===== config.mk =====
export PLATFORM = sky130hd
export DESIGN_NAME = tcw_ctrl
export DESIGN_NICKNAME = d
export VERILOG_FILES = /design/src/rtl/core/tcw_pkg.sv /design/src/rtl/core/tcw_ctrl.sv
export VERILOG_INCLUDE_DIRS = /design/src /design/src/rtl/core
export SDC_FILE = /design/constraint.sdc
export NUM_CORES = 1
export LEC_CHECK = 0
export ABC_AREA = 1
export BUFFER_PORTS_ARGS = -buffer_cell sky130_fd_sc_hd__buf_2
export CAP_MARGIN = 20
export CELL_PAD_IN_SITES_DETAIL_PLACEMENT = 0
export CELL_PAD_IN_SITES_GLOBAL_PLACEMENT = 1
export CORE_AREA = 2 2 39 41
export CTS_CLUSTER_DIAMETER = 30
export DETAILED_ROUTE_END_ITERATION = 10
export DIE_AREA = 0 0 41 43
export GPL_ROUTABILITY_DRIVEN = 0
export PLACE_DENSITY = 0.69
export REMOVE_ABC_BUFFERS = 1
export SLEW_MARGIN = 25
export SYNTH_ARGS = -nofsm -noshare
export SYNTH_HDL_FRONTEND = slang
export SYNTH_SLANG_ARGS = --single-unit

===== constraint.sdc =====
create_clock -name clk_i -period 2.06 [get_ports clk_i]
set_clock_uncertainty 0.05 [all_clocks]
set_input_delay 0.206 -clock clk_i [delete_from_list [all_inputs] [get_ports clk_i]]
set_output_delay 0.206 -clock clk_i [all_outputs]
set_load 0.1 [all_outputs]

===== src/rtl/core/assert_macros.svh =====
// Shared assertion macros for the terminal core.
`ifndef ASSERT_MACROS_SVH
`define ASSERT_MACROS_SVH

// Property must hold at every clock edge outside reset.
`define TCW_ASSERT(lbl, clk, rst_n, prop) \
  lbl: assert property (@(posedge clk) disable iff (!rst_n) (prop)) \
    else $error("tcw assertion failed");

// Boolean condition must never be true outside reset.
`define TCW_ASSERT_NEVER(lbl, clk, rst_n, cond) \
  lbl: assert property (@(posedge clk) disable iff (!rst_n) !(cond)) \
    else $error("tcw forbidden condition seen");

`endif


===== src/rtl/core/tcw_pkg.sv =====
`timescale 1ns / 1ps
package tcw_pkg;

  localparam int COLS   = 80;
  localparam int ROWS   = 25;
  localparam int NCELLS = COLS * ROWS;

  localparam int ROW_W  = 5;
  localparam int COL_W  = 7;
  localparam int CELL_W = $clog2(NCELLS);
  localparam int CHAR_W = 8;
  localparam int CLR_W  = 4;
  localparam int DATA_W = CHAR_W + 2 * CLR_W;
  localparam int PADDR_W = 3;
  localparam int PDATA_W = 32;

  localparam logic CMD_WRITE = 1'b0;
  localparam logic CMD_READ  = 1'b1;

  localparam logic CFG_FG = 1'b0;
  localparam logic CFG_BG = 1'b1;

  localparam logic [CHAR_W-1:0] CH_SPACE   = 8'h20;
  localparam logic [CHAR_W-1:0] CH_TILDE   = 8'h7E;
  localparam logic [CHAR_W-1:0] CH_DEL     = 8'h7F;
  localparam logic [CHAR_W-1:0] CH_ESC     = 8'h1B;
  localparam logic [CHAR_W-1:0] CH_BS      = 8'h08;
  localparam logic [CHAR_W-1:0] CH_CR      = 8'h0D;
  localparam logic [CHAR_W-1:0] CH_LF      = 8'h0A;
  localparam logic [CHAR_W-1:0] CH_SAVE    = 8'h37;
  localparam logic [CHAR_W-1:0] CH_RESTORE = 8'h38;

  localparam logic [CLR_W-1:0] FG_RESET = 4'd15;
  localparam logic [CLR_W-1:0] BG_RESET = 4'd0;
  localparam logic [DATA_W-1:0] BLANK_RESET = {BG_RESET, FG_RESET, CH_SPACE};

  typedef struct packed {
    logic ld_item;
    logic exec;
    logic access;
    logic scroll_wr;
    logic init_wr;
    logic out_load;
  } tcw_cmd_t;

  typedef struct packed {
    logic init_last;
    logic row_last;
    logic scroll_pend;
  } tcw_stat_t;

endpackage


===== src/rtl/core/tcw_ctrl.sv =====
`timescale 1ns / 1ps
`include "assert_macros.svh"
module tcw_ctrl (
  input  logic              clk_i,
  input  logic              rst_ni,
  input  logic              in_valid_i,
  output logic              in_stall_o,
  output logic              out_valid_o,
  input  logic              out_stall_i,
  input  tcw_pkg::tcw_stat_t stat_i,
  output tcw_pkg::tcw_cmd_t  cmd_o
);

  typedef enum logic [2:0] {
    S_INIT,
    S_IDLE,
    S_DECODE,
    S_ACCESS,
    S_SCROLL,
    S_DONE
  } state_e;

  state_e state_q, state_d;
  logic   out_valid_q, out_valid_d;

  always_comb begin
    state_d = state_q;
    cmd_o   = '0;
    unique case (state_q)
      S_INIT: begin
        cmd_o.init_wr = 1'b1;
        if (stat_i.init_last) state_d = S_IDLE;
      end
      S_IDLE: begin
        if (in_valid_i) begin
          cmd_o.ld_item = 1'b1;
          state_d       = S_DECODE;
        end
      end
      S_DECODE: begin
        cmd_o.exec = 1'b1;
        state_d    = S_ACCESS;
      end
      S_ACCESS: begin
        cmd_o.access = 1'b1;
        state_d      = stat_i.scroll_pend ? S_SCROLL : S_DONE;
      end
      S_SCROLL: begin
        cmd_o.scroll_wr = 1'b1;
        if (stat_i.row_last) state_d = S_DONE;
      end
      S_DONE: begin
        if (!out_valid_q || !out_stall_i) begin
          cmd_o.out_load = 1'b1;
          state_d        = S_IDLE;
        end
      end
      default: state_d = S_IDLE;
    endcase
    out_valid_d = cmd_o.out_load | (out_valid_q & out_stall_i);
  end

  always_ff @(posedge clk_i or negedge rst_ni) begin
    if (!rst_ni) begin
      state_q     <= S_INIT;
      out_valid_q <= 1'b0;
    end else begin
      state_q     <= state_d;
      out_valid_q <= out_valid_d;
    end
  end

  assign in_stall_o  = (state_q != S_IDLE);
  assign out_valid_o = out_valid_q;

  `TCW_ASSERT_NEVER(a_no_overwrite, clk_i, rst_ni, cmd_o.out_load && out_valid_q && out_stall_i)
  `TCW_ASSERT(a_scroll_exit, clk_i, rst_ni, (state_q == S_SCROLL) |=> (state_q == S_SCROLL || state_q == S_DONE))

endmodule


==> qor.txt <==
Result of the run = finished, final reports clean
Most numerous cell types in the synthesized netlist = nand2_1, inv_1, nand3_1, dfrtp_1, nor2_2
Max-cap violation count = 0
Starting density of the core = 19.8%
Detailed Route Iter0 Violations = 1
Utilization after layout = 28.7%
FFs w/ async S/R, synth = 100%
Die Width = 41 um
Post-route ant nets = 0
Ratio of cells with drive above 1 in the final layout = 41.0%
Pin count of the biggest net entering global routing = 7
Main flop type after synthesis = dfrtp_1
Synth warnings = 0
Worst R2R Setup Slack = 0.88 ns
Hold/Removal Path Class = in -> reg
Final period demand of the worst path = 1.71 ns
Worst-margin pin slew = 0.486 ns
Pins over their slew limit = 0
Number of standard cells in the final layout excluding fillers = 77
Total of flip-flops plus latches after synthesis = 4
Wire length of the first global-routing pass = 1090 um
Cell total after placement = 73
Post-synth top area share = 36.5%
Number of port buffers = 14
Clk sinks = 4
Fin. Hold Viols = 0
Vertical die dimension = 43 um
CTS clk-pin slew, worst paths = 0.04 ns
Boundary pin count = 15
Logic depth of the worst register-to-register path = 6
Ant diodes = 0
Unrepaired setup endpoints after global routing = no
Mean cell area of the mapped netlist = 6.37 um2
Most frequent cell after synthesis = nand2_1
Clock network latency to the later pin of the worst-skew pair = 0.23 ns
Flip-flop and latch area = 100 um2
Final number of setup-violating endpoints = 0
Largest buffer count on any clock path = 2
Highest achievable clock rate = 585 MHz
DPL Wire Length = 540 um
Number of instances in the synthesized netlist = 43
Endpoint with the worst hold slack = out_valid_o$_DFF_PN0_
Total gr overflow = 0
Depth of the CTS H-tree = 1
Critical path class = reg -> out
Capturing point of the worst reg2reg path = state_q[2]$_DFFE_PN0P_
Residual DRC = 0
Worst Setup SP = state_q[2]$_DFFE_PN0P_
Post-synthesis sequential area ratio = 36.5%
Element type at the critical path end = output port
Core Rows = 14
Area of the multi-input gates = 136 um2
Final period utilization = 83.0%
DRT Pass-1 Iters = 4
Cell area after synthesis = 274 um2
Origin of the critical flop-to-flop path = state_q[2]$_DFFE_PN0P_
Antenna violations before repair = 0
CTS Buf Count = 3
Netlist cell types = 11
Category of the worst setup path launch point = register
CTS tree = yes
Total Routed Length = 617 um
Placed standard-cell area = 364 um2
Number of filler cells placed in the layout = 174
Main area contributors after synthesis = dfrtp_1, nand2_1, inv_1
Via count normalized by instance count = 4.05
Post-synth EDFFs = 0
Final standard cell area without fillers = 397 um2
CP Data Required Time = 1.80 ns
Total global-route track usage = 9.79%
Start point of the worst min-delay path = out_stall_i
Max_slew headroom = 67.8%
Signed area change from the synthesized netlist to the final layout = 44.7%
Root Buffer Master = clkbuf_4
Cell type with the largest total area after synthesis = dfrtp_1
Minimum hold slack = 0.190 ns
Max FO, Critical Path = 6
Crit path arrival time = 1.45 ns
Average wire per cell in the routed design = 8.01 um
Die outline area = 1760 um2
Nets = 70
Cell depth of the worst hold path = 3
Area of the core region = 1380 um2
Vias = 312
Post-CTS Setup Inserts = 0
Vias in the first global route = 300
-- per-layer routing --
metal  part of all wire [%]  wire length (um)  track usage [%]  vias to the layer above
met3                    5.7                35             3.14                        0
li1                       -                 -                -                      167
met2                     54               335             12.5                        6
met4                      0                 0             10.0                        0
met5                      0                 0                0                        -
met1                     40               246             11.8                      139
-- layout make-up --
type / instances / share of cell area (%)
multi-input combinational: 29 / 34.4
tap: 16 / 5.05
inverter: 10 / 9.46
timing repair buffer: 15 / 20.2
sequential: 4 / 25.2
clock buffer: 3 / 5.68
-- cell usage in the layout (no fill, tap or decap), drive strengths merged --
cell type and instances:
nor2 7, dlygate4sd3 1, buf 14, dfrtp 4, nand3 5, nand2 14, nand3b 1, clkbuf 3
o21ai 1, a21oi 1, inv 10
-- cell families (layout without fill, tap and decap cells) --
family,after synthesis,in the layout,share of synthesized area (%)
buf+inv,10,28,13.7
compound gates,2,2,3.65
simple gates,27,27,46.1
flops,4,4,36.5
-- sequential cells by signal, indices dropped and copies added (netlist names) --
signal / flops
state_q: 3
out_valid_o: 1
-- worst max path at each step --
stage | to | slack (ns) | cells after the start
2_1_floorplan | cmd_o[5] | -0.86 | 3
3_5_place_dp | cmd_o[5] | 0.59 | 4
6_report | cmd_o[5] | 0.35 | 4
3_3_place_gp | cmd_o[5] | 0.58 | 4
4_1_cts | cmd_o[5] | 0.33 | 4
5_1_grt | cmd_o[5] | 0.20 | 4
-- through the flow --
step           setup TNS, ns  setup slack [ns]
6_report                   0             0.350
5_1_grt                    0             0.204
4_1_cts                    0             0.328
3_5_place_dp               0             0.585
3_3_place_gp               0             0.582
2_1_floorplan          -1.44            -0.862
-- worst max-delay path, cell delays in order (launching register included) --
cell	delay (ns)
dfrtp_1	0.42
nor2_2	0.18
nand2_1	0.11
nor2_1	0.09
buf_2	0.42
-- what timing repair did --
item,in CTS,in global routing
hold buffers,1,0
hold endpoints to repair,4,0
gates resized for setup,0,0
Power is not shown: default switching activity piles up to over one toggle a cycle in this logic, so the estimate is an artifact.
